**config.mk**
```make
export PLATFORM = sky130hd
export DESIGN_NAME = nfc_anticollision_select_sequencer_unit
export DESIGN_NICKNAME = d
export VERILOG_FILES = /design/src/nfcacs_pkg.sv /design/src/nfcacs_ctrl.sv /design/src/nfcacs_dp.sv /design/src/nfc_anticollision_select_sequencer_unit.sv
export SDC_FILE = /design/constraint.sdc
export NUM_CORES = 1
export LEC_CHECK = 0
export BUFFER_PORTS_ARGS = -buffer_cell sky130_fd_sc_hd__buf_2
export CORE_MARGIN = 1
export CORE_UTILIZATION = 62
export CTS_BUF_LIST = sky130_fd_sc_hd__clkbuf_8
export DETAILED_ROUTE_END_ITERATION = 7
export GPL_TIMING_DRIVEN = 0
export PLACE_DENSITY_LB_ADDON = 0.12
export SETUP_SLACK_MARGIN = 0.5
export SLEW_MARGIN = 20
export SYNTH_ARGS = -nofsm -noshare
export SYNTH_HDL_FRONTEND = slang
export SYNTH_SLANG_ARGS = --single-unit
```
**constraint.sdc**
```tcl
create_clock -name clk_i -period 8.47 [get_ports clk_i]
set_input_delay 0.847 -clock clk_i [delete_from_list [all_inputs] [get_ports clk_i]]
set_output_delay 0.847 -clock clk_i [all_outputs]
set_load 0.01 [all_outputs]
```
**src/nfcacs_pkg.sv**
```systemverilog
// nfcacs_pkg: shared types, codes and constants of the anticollision select sequencer
// used by nfcacs_ctrl, nfcacs_dp and the top level
`timescale 1ns / 1ps

package nfcacs_pkg;

  localparam int LEN_W = 4;
  localparam int IDX_W = 4;

  typedef enum logic [1:0] {
    PH_IDLE,
    PH_WAKE,
    PH_ANTI,
    PH_SEL
  } phase_e;

  typedef enum logic [2:0] {
    SC_WUPA,
    SC_ANTICMD,
    SC_SELECT,
    SC_NEWUID,
    SC_SAME,
    SC_MISS
  } scen_e;

  localparam logic [1:0] KIND_TICK = 2'd0;
  localparam logic [1:0] KIND_POLL = 2'd1;
  localparam logic [1:0] KIND_IRQ  = 2'd2;

  localparam logic [1:0] CFG_WAKEUP   = 2'd0;
  localparam logic [1:0] CFG_EXCHANGE = 2'd1;
  localparam logic [1:0] CFG_MISS     = 2'd2;

  localparam logic [3:0] ACT_WUPA    = 4'd0;
  localparam logic [3:0] ACT_PLAIN   = 4'd1;
  localparam logic [3:0] ACT_CRC     = 4'd2;
  localparam logic [3:0] ACT_NEWUID  = 4'd3;
  localparam logic [3:0] ACT_SAME    = 4'd4;
  localparam logic [3:0] ACT_CYCLE   = 4'd5;
  localparam logic [3:0] ACT_FOUND   = 4'd6;
  localparam logic [3:0] ACT_MISSED  = 4'd7;
  localparam logic [3:0] ACT_REMOVED = 4'd8;

  localparam logic [7:0] SEL_CL1   = 8'h93;
  localparam logic [7:0] SEL_CL2   = 8'h95;
  localparam logic [7:0] SEL_CL3   = 8'h97;
  localparam logic [7:0] NVB_ANTI  = 8'h20;
  localparam logic [7:0] NVB_SEL   = 8'h70;
  localparam logic [7:0] CT_BYTE   = 8'h88;
  localparam int         SAK_CASC  = 2;

  localparam logic [15:0] WAKEUP_RST   = 16'd100;
  localparam logic [15:0] EXCHANGE_RST = 16'd200;
  localparam logic [3:0]  MISS_RST     = 4'd10;

  typedef struct packed {
    logic             go;
    logic             emit;
    scen_e            scen;
    logic             set_phase;
    phase_e           phase;
    logic             clr_elapsed;
    logic             lvl_zero;
    logic             lvl_inc;
    logic             uid_clear;
    logic             uid_append;
    logic             fail;
    logic             finish;
    logic [IDX_W-1:0] idx;
  } cmd_t;

  typedef struct packed {
    phase_e           phase;
    logic             wake_to;
    logic             exch_to;
    logic             same;
    logic [1:0]       lvl;
    logic [IDX_W-1:0] n;
  } stat_t;

  function automatic logic [7:0] sel_code(input logic [1:0] lvl);
    logic [7:0] r;
    unique case (lvl)
      2'd0:    r = SEL_CL1;
      2'd1:    r = SEL_CL2;
      default: r = SEL_CL3;
    endcase
    return r;
  endfunction

endpackage

```
**src/nfcacs_ctrl.sv**
```systemverilog
// nfcacs_ctrl: event decoder and result sequencer of the anticollision select block
// depends on nfcacs_pkg, drives nfcacs_dp through cmd_t and reads stat_t
`timescale 1ns / 1ps

module nfcacs_ctrl (
  input  logic                clk_i,
  input  logic                rst_ni,
  input  logic                in_valid_i,
  output logic                in_stall_o,
  input  logic [1:0]          kind_i,
  input  logic                rx_end_i,
  input  logic                collision_i,
  input  logic                no_response_i,
  input  logic [6:0]          fifo_count_i,
  input  logic [7:0]          rx_byte0_i,
  output logic                out_valid_o,
  input  logic                out_stall_i,
  output logic                last_o,
  input  nfcacs_pkg::stat_t   stat_i,
  output nfcacs_pkg::cmd_t    cmd_o
);
  import nfcacs_pkg::*;

  typedef enum logic {
    ST_IDLE,
    ST_EMIT
  } state_e;

  state_e           state_q;
  logic [IDX_W-1:0] idx_q;
  logic             accept;
  logic             out_xfer;
  logic             is_last;
  logic             run;
  logic             f_rxcol;
  logic             f_nre;
  logic             f_any;
  logic [6:0]       f_fifo;
  logic             do_fail;
  cmd_t             c;

  assign accept   = in_valid_i && (state_q == ST_IDLE);
  assign out_xfer = (state_q == ST_EMIT) && !out_stall_i;
  assign is_last  = idx_q == (stat_i.n - IDX_W'(1));

  assign f_rxcol = (kind_i == KIND_IRQ) && (rx_end_i || collision_i);
  assign f_nre   = (kind_i == KIND_IRQ) && no_response_i;
  assign f_any   = f_rxcol || f_nre;
  assign f_fifo  = (kind_i == KIND_IRQ) ? fifo_count_i : 7'd0;
  assign run     = (stat_i.phase != PH_IDLE) &&
                   ((kind_i == KIND_TICK) || ((kind_i == KIND_IRQ) && f_any));

  always_comb begin
    c         = '0;
    c.scen    = SC_WUPA;
    c.phase   = PH_IDLE;
    c.go      = accept;
    c.idx     = idx_q;
    do_fail   = 1'b0;
    if (kind_i == KIND_POLL && stat_i.phase == PH_IDLE) begin
      c.emit        = 1'b1;
      c.scen        = SC_WUPA;
      c.set_phase   = 1'b1;
      c.phase       = PH_WAKE;
      c.clr_elapsed = 1'b1;
    end else if (run) begin
      unique case (stat_i.phase)
        PH_WAKE: begin
          if (f_rxcol) begin
            c.emit        = 1'b1;
            c.scen        = SC_ANTICMD;
            c.lvl_zero    = 1'b1;
            c.uid_clear   = 1'b1;
            c.set_phase   = 1'b1;
            c.phase       = PH_ANTI;
            c.clr_elapsed = 1'b1;
          end else if (stat_i.wake_to) begin
            do_fail = 1'b1;
          end
        end
        PH_ANTI: begin
          if (stat_i.exch_to) begin
            do_fail = 1'b1;
          end else if (f_rxcol) begin
            if (f_fifo == 7'd0) begin
              c.emit = 1'b0;
            end else if (f_fifo < 7'd5) begin
              do_fail = 1'b1;
            end else begin
              c.emit        = 1'b1;
              c.scen        = SC_SELECT;
              c.uid_append  = 1'b1;
              c.set_phase   = 1'b1;
              c.phase       = PH_SEL;
              c.clr_elapsed = 1'b1;
            end
          end else if (f_nre) begin
            do_fail = 1'b1;
          end
        end
        PH_SEL: begin
          if (stat_i.exch_to) begin
            do_fail = 1'b1;
          end else if (f_any && f_fifo != 7'd0) begin
            if (rx_byte0_i[SAK_CASC]) begin
              c.lvl_inc = 1'b1;
              if (stat_i.lvl == 2'd2) begin
                do_fail = 1'b1;
              end else begin
                c.emit        = 1'b1;
                c.scen        = SC_ANTICMD;
                c.set_phase   = 1'b1;
                c.phase       = PH_ANTI;
                c.clr_elapsed = 1'b1;
              end
            end else begin
              c.emit      = 1'b1;
              c.scen      = stat_i.same ? SC_SAME : SC_NEWUID;
              c.finish    = 1'b1;
              c.set_phase = 1'b1;
              c.phase     = PH_IDLE;
            end
          end
        end
        default: c.emit = 1'b0;
      endcase
    end
    if (do_fail) begin
      c.emit      = 1'b1;
      c.scen      = SC_MISS;
      c.fail      = 1'b1;
      c.set_phase = 1'b1;
      c.phase     = PH_IDLE;
    end
  end

  assign cmd_o       = c;
  assign in_stall_o  = state_q != ST_IDLE;
  assign out_valid_o = state_q == ST_EMIT;
  assign last_o      = is_last;

  always_ff @(posedge clk_i or negedge rst_ni) begin
    if (!rst_ni) begin
      state_q <= ST_IDLE;
      idx_q   <= '0;
    end else begin
      unique case (state_q)
        ST_IDLE: begin
          idx_q <= '0;
          if (accept && c.emit) state_q <= ST_EMIT;
        end
        ST_EMIT: begin
          if (out_xfer) begin
            if (is_last) begin
              state_q <= ST_IDLE;
              idx_q   <= '0;
            end else begin
              idx_q <= idx_q + IDX_W'(1);
            end
          end
        end
        default: state_q <= ST_IDLE;
      endcase
    end
  end

  a_idx_range: assert property (@(posedge clk_i) disable iff (!rst_ni)
    (state_q == ST_EMIT) |-> (idx_q < stat_i.n))
    else $error("result index beyond list length");
  a_emit_stalls: assert property (@(posedge clk_i) disable iff (!rst_ni)
    out_valid_o |-> in_stall_o)
    else $error("input open while results pending");
  a_last_ends: assert property (@(posedge clk_i) disable iff (!rst_ni)
    (out_xfer && is_last) |=> !out_valid_o)
    else $error("results continue after last transfer");

endmodule

```
**src/nfcacs_dp.sv**
```systemverilog
// nfcacs_dp: state registers, uid stores, timeout compare and result formatting
// depends on nfcacs_pkg, commanded by nfcacs_ctrl
`timescale 1ns / 1ps

module nfcacs_dp #(
  parameter int UID_MAX_BYTES = 12
) (
  input  logic              clk_i,
  input  logic              rst_ni,
  input  logic              cfg_we_i,
  input  logic [1:0]        cfg_idx_i,
  input  logic [15:0]       cfg_data_i,
  input  logic [1:0]        kind_i,
  input  logic [7:0]        rx_byte0_i,
  input  logic [7:0]        rx_byte1_i,
  input  logic [7:0]        rx_byte2_i,
  input  logic [7:0]        rx_byte3_i,
  input  logic [7:0]        rx_byte4_i,
  input  nfcacs_pkg::cmd_t  cmd_i,
  output nfcacs_pkg::stat_t stat_o,
  output logic [3:0]        action_o,
  output logic [7:0]        data_byte_o
);
  import nfcacs_pkg::*;

  localparam int IW = (UID_MAX_BYTES > 1) ? $clog2(UID_MAX_BYTES) : 1;
  localparam logic [LEN_W:0] UMAX = (LEN_W + 1)'(UID_MAX_BYTES);

  logic [15:0]      wake_lim_q, exch_lim_q;
  logic [3:0]       miss_lim_q;
  phase_e           phase_q;
  logic [1:0]       lvl_q;
  logic [15:0]      el_q, el_next;
  logic [7:0]       uid_q [UID_MAX_BYTES];
  logic [7:0]       uid_d [UID_MAX_BYTES];
  logic [7:0]       pres_q [UID_MAX_BYTES];
  logic [LEN_W-1:0] ulen_q, ulen_d, plen_q;
  logic             tp_q;
  logic [3:0]       mc_q, mc_inc;
  logic [7:0]       b_q [5];
  logic [7:0]       b_in [5];
  scen_e            scen_q;
  logic [IDX_W-1:0] n_q, n_calc;
  logic             remove;
  logic             same;
  logic             ct;
  logic [7:0]       src [4];
  logic [LEN_W:0]   sum;
  logic [IDX_W-1:0] idx_m1, idx_m2;

  assign b_in[0] = rx_byte0_i;
  assign b_in[1] = rx_byte1_i;
  assign b_in[2] = rx_byte2_i;
  assign b_in[3] = rx_byte3_i;
  assign b_in[4] = rx_byte4_i;

  assign el_next = ((kind_i == KIND_TICK) && (phase_q != PH_IDLE) && (el_q != 16'hFFFF)) ?
                   el_q + 16'd1 : el_q;

  assign mc_inc = (mc_q == 4'd15) ? mc_q : mc_q + 4'd1;
  assign remove = tp_q && (mc_inc >= miss_lim_q);

  always_comb begin
    same = tp_q && (plen_q == ulen_q);
    for (int e = 0; e < UID_MAX_BYTES; e++) begin
      if ((LEN_W + 1)'(e) < {1'b0, ulen_q} && pres_q[e] != uid_q[e]) same = 1'b0;
    end
  end

  // uid append, cascade tag drops the first byte
  always_comb begin
    ct = b_in[0] == CT_BYTE;
    for (int j = 0; j < 4; j++) src[j] = ct ? b_in[(j < 3) ? j + 1 : 3] : b_in[j];
    for (int e = 0; e < UID_MAX_BYTES; e++) begin
      uid_d[e] = uid_q[e];
      for (int j = 0; j < 4; j++) begin
        if ((!ct || j < 3) && ({1'b0, ulen_q} + (LEN_W + 1)'(j)) == (LEN_W + 1)'(e))
          uid_d[e] = src[j];
      end
    end
    sum    = {1'b0, ulen_q} + (ct ? (LEN_W + 1)'(3) : (LEN_W + 1)'(4));
    ulen_d = (sum > UMAX) ? UMAX[LEN_W-1:0] : sum[LEN_W-1:0];
  end

  always_comb begin
    case (cmd_i.scen)
      SC_WUPA:    n_calc = IDX_W'(1);
      SC_ANTICMD: n_calc = IDX_W'(2);
      SC_SELECT:  n_calc = IDX_W'(7);
      SC_NEWUID:  n_calc = IDX_W'(ulen_q) + IDX_W'(2);
      SC_SAME:    n_calc = IDX_W'(3);
      SC_MISS:    n_calc = remove ? IDX_W'(plen_q) + IDX_W'(1) : IDX_W'(1);
      default:    n_calc = IDX_W'(1);
    endcase
  end

  assign stat_o.phase   = phase_q;
  assign stat_o.wake_to = el_next > wake_lim_q;
  assign stat_o.exch_to = el_next > exch_lim_q;
  assign stat_o.same    = same;
  assign stat_o.lvl     = lvl_q;
  assign stat_o.n       = n_q;

  assign idx_m1 = cmd_i.idx - IDX_W'(1);
  assign idx_m2 = cmd_i.idx - IDX_W'(2);

  always_comb begin
    action_o    = ACT_WUPA;
    data_byte_o = 8'd0;
    case (scen_q)
      SC_WUPA: action_o = ACT_WUPA;
      SC_ANTICMD: begin
        action_o    = ACT_PLAIN;
        data_byte_o = (cmd_i.idx == '0) ? sel_code(lvl_q) : NVB_ANTI;
      end
      SC_SELECT: begin
        action_o = ACT_CRC;
        if (cmd_i.idx == '0) data_byte_o = sel_code(lvl_q);
        else if (cmd_i.idx == IDX_W'(1)) data_byte_o = NVB_SEL;
        else data_byte_o = b_q[idx_m2[2:0]];
      end
      SC_NEWUID: begin
        if (cmd_i.idx < IDX_W'(ulen_q)) begin
          action_o    = ACT_NEWUID;
          data_byte_o = uid_q[cmd_i.idx[IW-1:0]];
        end else if (cmd_i.idx == IDX_W'(ulen_q)) begin
          action_o = ACT_CYCLE;
        end else begin
          action_o = ACT_FOUND;
        end
      end
      SC_SAME: begin
        if (cmd_i.idx == '0) action_o = ACT_SAME;
        else if (cmd_i.idx == IDX_W'(1)) action_o = ACT_CYCLE;
        else action_o = ACT_FOUND;
      end
      SC_MISS: begin
        if (cmd_i.idx == '0) begin
          action_o = ACT_MISSED;
        end else begin
          action_o    = ACT_REMOVED;
          data_byte_o = pres_q[idx_m1[IW-1:0]];
        end
      end
      default: action_o = ACT_WUPA;
    endcase
  end

  always_ff @(posedge clk_i or negedge rst_ni) begin
    if (!rst_ni) begin
      wake_lim_q <= WAKEUP_RST;
      exch_lim_q <= EXCHANGE_RST;
      miss_lim_q <= MISS_RST;
      phase_q    <= PH_IDLE;
      lvl_q      <= 2'd0;
      el_q       <= 16'd0;
      ulen_q     <= '0;
      plen_q     <= '0;
      tp_q       <= 1'b0;
      mc_q       <= 4'd0;
      scen_q     <= SC_WUPA;
      n_q        <= IDX_W'(1);
    end else begin
      if (cfg_we_i) begin
        unique case (cfg_idx_i)
          CFG_WAKEUP:   wake_lim_q <= cfg_data_i;
          CFG_EXCHANGE: exch_lim_q <= cfg_data_i;
          CFG_MISS:     miss_lim_q <= cfg_data_i[3:0];
          default:      miss_lim_q <= miss_lim_q;
        endcase
      end
      if (cmd_i.go) begin
        if (cmd_i.set_phase) phase_q <= cmd_i.phase;
        el_q <= cmd_i.clr_elapsed ? 16'd0 : el_next;
        if (cmd_i.lvl_zero) lvl_q <= 2'd0;
        else if (cmd_i.lvl_inc) lvl_q <= lvl_q + 2'd1;
        if (cmd_i.uid_clear) ulen_q <= '0;
        else if (cmd_i.uid_append) ulen_q <= ulen_d;
        if (cmd_i.finish) begin
          mc_q <= 4'd0;
          if (!same) begin
            tp_q   <= 1'b1;
            plen_q <= ulen_q;
          end
        end
        if (cmd_i.fail && tp_q) begin
          if (remove) begin
            tp_q   <= 1'b0;
            plen_q <= '0;
            mc_q   <= 4'd0;
          end else begin
            mc_q <= mc_inc;
          end
        end
        if (cmd_i.emit) begin
          scen_q <= cmd_i.scen;
          n_q    <= n_calc;
        end
      end
    end
  end

  always_ff @(posedge clk_i) begin
    if (cmd_i.go && cmd_i.uid_append) uid_q <= uid_d;
    if (cmd_i.go && cmd_i.finish && !same) pres_q <= uid_q;
    if (cmd_i.go && cmd_i.emit) b_q <= b_in;
  end

endmodule

```
**src/nfc_anticollision_select_sequencer_unit.sv**
```systemverilog
// reader-side type A wake-up, anticollision and select sequencer, top level
// one input event (tick, poll, interrupt) is taken while idle; it yields zero to
// fourteen result transfers, one per unstalled cycle, the last flagged by last_o
// input transfer: in_valid_i high and in_stall_o low at a rising edge
// output transfer: out_valid_o high and out_stall_i low at a rising edge
// the first result is offered in the cycle after the input transfer
// an event with no result leaves the input open; the result sequencer in
// nfcacs_ctrl steps through the results of an event
// in_stall_o stays high until the last result of the event has been taken
// a stalled receiver holds the current result and the whole sequence
// reset clears phase, cascade level, counters and lengths and loads the
// default timeouts (100, 200) and miss limit (10)
// configuration writes are taken on any cycle with cfg_we_i high
// depends on nfcacs_pkg, nfcacs_ctrl, nfcacs_dp
`timescale 1ns / 1ps

module nfc_anticollision_select_sequencer_unit #(
  parameter int UID_MAX_BYTES = 12
) (
  input  logic        clk_i,
  input  logic        rst_ni,
  input  logic        cfg_we_i,
  input  logic [1:0]  cfg_idx_i,
  input  logic [15:0] cfg_data_i,
  input  logic        in_valid_i,
  output logic        in_stall_o,
  input  logic [1:0]  kind_i,
  input  logic        rx_end_i,
  input  logic        collision_i,
  input  logic        no_response_i,
  input  logic [6:0]  fifo_count_i,
  input  logic [7:0]  rx_byte0_i,
  input  logic [7:0]  rx_byte1_i,
  input  logic [7:0]  rx_byte2_i,
  input  logic [7:0]  rx_byte3_i,
  input  logic [7:0]  rx_byte4_i,
  output logic        out_valid_o,
  input  logic        out_stall_i,
  output logic [3:0]  action_o,
  output logic [7:0]  data_byte_o,
  output logic        last_o
);
  import nfcacs_pkg::*;

  cmd_t  cmd;
  stat_t stat;

  nfcacs_ctrl u_ctrl (
    .clk_i         (clk_i),
    .rst_ni        (rst_ni),
    .in_valid_i    (in_valid_i),
    .in_stall_o    (in_stall_o),
    .kind_i        (kind_i),
    .rx_end_i      (rx_end_i),
    .collision_i   (collision_i),
    .no_response_i (no_response_i),
    .fifo_count_i  (fifo_count_i),
    .rx_byte0_i    (rx_byte0_i),
    .out_valid_o   (out_valid_o),
    .out_stall_i   (out_stall_i),
    .last_o        (last_o),
    .stat_i        (stat),
    .cmd_o         (cmd)
  );

  nfcacs_dp #(
    .UID_MAX_BYTES (UID_MAX_BYTES)
  ) u_dp (
    .clk_i       (clk_i),
    .rst_ni      (rst_ni),
    .cfg_we_i    (cfg_we_i),
    .cfg_idx_i   (cfg_idx_i),
    .cfg_data_i  (cfg_data_i),
    .kind_i      (kind_i),
    .rx_byte0_i  (rx_byte0_i),
    .rx_byte1_i  (rx_byte1_i),
    .rx_byte2_i  (rx_byte2_i),
    .rx_byte3_i  (rx_byte3_i),
    .rx_byte4_i  (rx_byte4_i),
    .cmd_i       (cmd),
    .stat_o      (stat),
    .action_o    (action_o),
    .data_byte_o (data_byte_o)
  );

endmodule
```
### Yosys cells after proc, flatten, opt, wreduce, memory -nomap -nowiden

Cells that the tools add are included.

* bits in registers: 313
* bits of input ports: 75
* logic and storage cells: 424

* $add $sub $neg: 13
* order comparisons: 21
* equality and inequality tests: 83
* multiplexer cells: 166
* bitwise gates (word level): 4
* reduce and logical (&&, ||, !) cells: 94

Operator list (number)
* 8-bit two-way mux: 69
* 8-bit inequality test: 12
* 4-bit two-way mux: 18
* 8-bit binary-select mux with 4-bit select: 2
* 5-bit by 3-bit equality test with 1-bit output (second input constant): 12
* 5-bit by 4-bit equality test with 1-bit output (second input constant): 12
* 1-bit two-way mux: 53
* 4-bit nonzero test: 12
* 1-bit logical AND: 41
* 4-bit case mux with 5 select lines: 2
* 2-bit AND reduction: 20
* 16-bit > comparator: 2
* 16-bit two-way mux: 2
* 8-bit case mux with 4 select lines: 1
* 5-bit by 2-bit equality test with 1-bit output (second input constant): 6
* 7-bit two-way mux: 4
* 8-bit binary-select mux with 3-bit select: 1
* 7-bit case mux with 3 select lines: 1
* 4-bit equality test (second input constant): 5
* 5-bit zero test: 4
* 16-bit by 1-bit adder with 16-bit output (second input constant): 1
* 4-bit by 3-bit equality test with 1-bit output (second input constant): 4
* 3-bit by 4-bit less-than comparator with 1-bit output (first input constant): 4
* 4-bit less-than comparator (first input constant): 4
* other kinds (46): 89

### Depth between registers and ports, before layout

* word-level depth: 25
* depth in mapped cells: 19
* gate-level depth less buffers: 17

### Hierarchy

A second synthesis with hierarchy kept.

* cell total of the unflattened synthesis: 1831
* area, all modules: 19331.0 sq um

Modules (own cells, without submodules)
* nfcacs_dp: times used 1, cells each 1732, area an instance 18567.8 sq um, seq. area each 8879.8 sq um
* nfcacs_ctrl: times used 1, cells each 99, area an instance 763.2 sq um, seq. area each 125.1 sq um

### Worst setup path before layout

No wires, ideal clock.

* kind: input to register
* from: input kind_i[0]
* to: register u_dp.plen_q[0]
* setup time: 0.076 ns
* arrival: 6.440 ns
* data required time: 8.394 ns
* setup slack: 1.954 ns
* cell stages on the path: 15
* buffers on the path: 1
* cells stage by stage: nor2_1 -> o21ai_0 -> a41o_1 -> nor3_4 -> and3_1 -> xor2_1 -> ha_1 -> a21oi_1 -> o21ai_0 -> a21oi_1 -> a31oi_4 -> nor3_1 -> and3_1 -> clkbuf_1 -> a22o_1

* longest elaborated chain between the ends: 13
* elaborated cells on any way between the ends: 42

Ends and longest elaborated chain
* start: declaration: line nfc_anticollision_select_sequencer_unit.sv:27 `input logic [1:0] kind_i,`
* 2-bit zero test / 2-bit equality test (equally long branches)
* 1-bit logical AND / 7-bit two-way mux (equally long branches): line nfcacs_dp.sv:57, nfcacs_ctrl.sv:49
* 1-bit logical AND / 7-bit by 3-bit less-than comparator with 1-bit output (equally long branches): line nfcacs_dp.sv:57, nfcacs_ctrl.sv:87
* 16-bit two-way mux / 1-bit two-way mux (equally long branches): line nfcacs_dp.sv:57, nfcacs_ctrl.sv:87
* 16-bit > comparator / 1-bit two-way mux (equally long branches): line nfcacs_dp.sv:98, nfcacs_ctrl.sv:85
* 1-bit two-way mux (on tied branches): line nfcacs_ctrl.sv:77, nfcacs_ctrl.sv:84
* 1-bit two-way mux (on tied branches): line nfcacs_ctrl.sv:69, nfcacs_ctrl.sv:82
* 1-bit case mux with 3 select lines: line nfcacs_ctrl.sv:67 `unique case (stat_i.phase)`
* 1-bit two-way mux: line nfcacs_ctrl.sv:66 `end else if (run) begin`
* 1-bit two-way mux: line nfcacs_ctrl.sv:60 `if (kind_i == KIND_POLL && stat_i.phase == PH_IDLE) begin`
* 1-bit two-way mux: line nfcacs_ctrl.sv:128 `if (do_fail) begin`
* 1-bit logical AND: line nfcacs_dp.sv:186 `if (cmd_i.fail && tp_q) begin`
* 4-bit two-way mux (*): line nfcacs_dp.sv:186
* end signal: assignment: line nfcacs_dp.sv:183 `plen_q <= ulen_q;`
* end: declaration: line nfcacs_dp.sv:37 `logic [LEN_W-1:0] ulen_q, ulen_d, plen_q;`

Mark *: on every way between the ends. The rest lies on a longest branch, timed or not.
A chain may end at the register's enable or synchronous reset.

### Final worst setup path

* from: register u_ctrl.idx_q[0]
* to: output data_byte_o[3]

* longest elaborated chain between the ends: 8
* elaborated cells on any way between the ends: 22

Ends and longest elaborated chain
* start: declaration: line nfcacs_ctrl.sv:30 `logic [IDX_W-1:0] idx_q;`
* start signal: assignment: line nfcacs_ctrl.sv:158 `idx_q <= idx_q + IDX_W'(1);`
* parallel branches: the longest is 7 deep, another holds 4-bit by 1-bit subtractor with 4-bit output
* 8-bit case mux with 4 select lines (*): line nfcacs_dp.sv:110 `case (scen_q)`
* end: declaration: line nfc_anticollision_select_sequencer_unit.sv:40 `output logic [7:0] data_byte_o,`

Mark *: on every way between the ends. The select of a mux whose other input is x is not followed.

==> summary.md <==
| Metric | Value |
|---|---|
| # Post-CTS Setup Buffers | `0` |
| Worst Reg2Reg Path Length in Cells | `16` |
| Data arrival time of the worst path | `5.79 ns` |
| DRT iter0 DRCs | `3227` |
| # setup viols final | `0` |
| Syn_area_per_cell | `10.7 µm²` |
| Yosys cell types | `80` |
| ANT nets after route | `0` |
| Core footprint | `0.0297 mm²` |
| Clk_lat worst skew | `0.61 ns` |
| Total CTS buffers | `51` |
| Share of the synthesized area in the top cell type | `37.1%` |
| Ys async rst share | `25.9%` |
| Worst Path Max Fanout | `10` |
| Sink Count | `313` |
| Post-synth top flop | `edfxtp_1` |
| Slew @ Worst Pin | `1.23 ns` |
| Worst min-delay path class | `input port to asynchronous set/reset pin` |
| Post-Synthesis Cells | `1761` |
| Yosys top cell by area | `edfxtp_1` |
| Top cells by area, synth | `edfxtp_1 37%, dfrtp_1 9.6%, mux4_2 6.7%, a21oi_1 5.0%, xor2_1 4.4%` |
| Synth warn | `0` |
| Post-synth EDFFs | `232` |
| Slew headroom | `16.2%` |
| # DRC | `0` |
| Clk slew on worst S/H paths | `0.06 ns` |
| CTS tree | `done` |
| Vias in the first global route | `15.7k` |
| Reg2Reg Capture Point | `u_dp.uid_q[25]$_DFFE_PP_` |
| Buffer levels on the longest clock path | `3` |
| Final wirelength | `71300 µm` |
| Fraction of layout cells with a size suffix above 1 | `15.5%` |
| H-Tree Depth | `2` |
| Full die area | `0.0310 mm²` |
| Most frequent cells in the layout | `232 x edfxtp_1, 189 x a21oi_1, 168 x nand2_1` |
| Post-Synthesis Net Count | `1896` |
| Placed Instance Area | `0.0198 mm²` |
| PortBufs | `89` |
| Worst Skew | `0.0432 ns` |
| Synthesized cell area | `0.0188 mm²` |
| Initial antenna violation count | `7` |
| Fin crit period | `6.63 ns` |
| First-pass GRT wire length | `102000 µm` |
| Post-synthesis sequential area ratio | `47.9%` |
| Slew Limit Fails | `0` |
| R2R Path Start | `u_dp.el_q[6]$_DFFE_PN0P_` |
| Total negative slack | `0 ns` |
| Critical path launch point type | `flip-flop` |
| Core Rows | `63` |
| P_leak | `8.12 nW` |
| Final hold vios | `0` |
| Largest net degree at the start of global routing | `54` |
| Crit end category | `output pin` |
| DPL Wire Length | `52500 µm` |
| Post-route cell area | `0.0208 mm²` |
| Final period utilization | `78.3%` |
| Critical path type | `flip-flop to output pin` |
| Worst EP required | `7.62 ns` |
| WL per Instance | `30.5 µm` |
| Unrepaired setup endpoints after global routing | `false` |
| GPL Wtd Cong | `1.06` |
| IO Pins | `90` |
| GRT overflow | `0` |
| GRT Total Usage | `46.4%` |
| Peak supply drop | `0.000238 V` |
| Status | `finished clean` |
| F_max | `151 MHz` |
| R2R setup slack | `2.57 ns` |
| Fin nets | `2042` |
| Initial Utilization | `63.2%` |
| FILL cells | `2053` |
| Pwr per Cell Area | `260 mW/mm²` |
| Root Buffer Master | `clkbuf_8` |
| # resized after CTS | `0` |
| Area of the multi-input gates | `0.00912 mm²` |
| Die W | `176 µm` |
| Die height | `176 µm` |
| Max-cap violation count | `0` |
| Via density | `7.09` |
| Via count | `16.6k` |
| Cts hold-fix bufs | `0` |
| Most common cell after layout, fill and taps aside | `edfxtp_1` |
| Flops & latches, synth | `313` |
| Register area | `0.00900 mm²` |
| Syn-to-layout area delta | `10.6%` |
| Detailed Routing Iterations Pass 1 | `6` |
metal layers:
metal	track usage, %	routed length [µm]	vias up	share of wire (%)
met3	17.4	11700	292	16
met4	21.4	4010	4	5.6
met5	0	24	-	0.034
li1	-	-	6894	-
met2	65.5	29500	1583	41
met1	63.6	26100	7822	37
kinds of logic after synthesis:
group / count (synthesis) / share of synthesized area (%)
xor+xnor: 131 / 6.11
fa+ha+maj: 60 / 4.04
flops: 313 / 47.9
buf+inv: 175 / 3.62
compound gates: 478 / 15.7
simple gates: 477 / 11.8
mux: 127 / 10.7
layout make-up:
cell class	count	area share [%]
clock inverter	35	0.753
sequential	313	43.3
clock buffer	58	3.84
antenna	4	0.0482
inverter	76	1.37
multi-input combinational	1273	43.9
tap	390	2.35
timing repair buffer	93	2.49
buffer	99	1.92
state kept, by name, indices dropped and copies added (netlist names), 2 cells and up:
name,count
u_dp.wake_lim_q,16
u_dp.phase_q,2
u_dp.ulen_q,4
u_dp.lvl_q,2
u_dp.pres_q,96
u_dp.n_q,4
u_ctrl.idx_q,4
u_dp.scen_q,3
u_dp.uid_q,96
u_dp.plen_q,4
u_dp.exch_lim_q,16
u_dp.miss_lim_q,4
u_dp.mc_q,4
u_dp.b_q,40
u_dp.el_q,16
power by group:
group / internal [W] / leakage, nW / switching (W)
Clock: 0.000627 / 0.573 / 0.000628
Combinational: 0.000803 / 4.44 / 0.00142
Sequential: 0.00182 / 3.12 / 0.0000991
Total: 0.00325 / 8.12 / 0.00215
critical path, cell delays in order, from the launching register on:
cell and delay, ns:
dfrtp_1 0.40, clkbuf_1 0.47, buf_2 0.50, buf_2 0.50, inv_1 0.20, ha_1 0.32
buf_1 0.37, clkbuf_1 0.69, mux4_2 0.47, mux2i_1 0.29, o22ai_1 0.15, a22oi_1 0.37
o21ai_0 0.23, buf_2 0.19
worst max path at each step:
stage,start,end,cells after the start
floorplan,kind_i[0],u_dp.plen_q[0]$_DFFE_PN0P_,15
global placement,kind_i[0],u_dp.plen_q[1]$_DFFE_PN0P_,17
detailed placement,kind_i[0],u_dp.uid_q[89]$_DFFE_PP_,17
CTS,u_ctrl.idx_q[0]$_DFFE_PN0P_,data_byte_o[3],13
global route,u_ctrl.idx_q[0]$_DFFE_PN0P_,data_byte_o[3],13
finish,u_ctrl.idx_q[0]$_DFFE_PN0P_,data_byte_o[3],13
Yosys cell counts, types with 9 or more instances:
cell type    n
nor3_1      23
a21oi_1    189
mux2_2      33
dfstp_2      9
nor4_1      26
buf_1       11
inv_1       75
dfrtp_1     72
mux4_2      56
a21o_1      16
buf_2       13
edfxtp_1   232
ha_1        59
clkbuf_1    73
o21ai_0     70
o22ai_1     78
nor2_1     145
nand2_1    168
nand4_1     12
xnor2_1     36
a22oi_1     17
a211oi_1     9
o221ai_1    10
and2_1      14
nor2b_1     12
a31oi_1     15
nand2b_1    14
mux2i_1     38
nand3_1     16
xor2_1      95
metrics by stage:
step | cells | power (W) | setup slack (ns) | utilization [%] | hold WS, ns
2_1_floorplan | 1761 | 0.00330 | 1.95 | - | 0.465
4_1_cts | 2337 | 0.00527 | 2.07 | 69.9 | 0.275
6_report | 2341 | 0.00540 | 1.84 | 69.9 | 0.253
5_1_grt | 2337 | 0.00555 | 1.84 | 69.9 | 0.298
3_3_place_gp | 2240 | 0.00398 | 0.0387 | 66.3 | 0.476
3_5_place_dp | 2244 | 0.00405 | 2.58 | 66.7 | 0.488
Power figures use the tool's default switching activity.
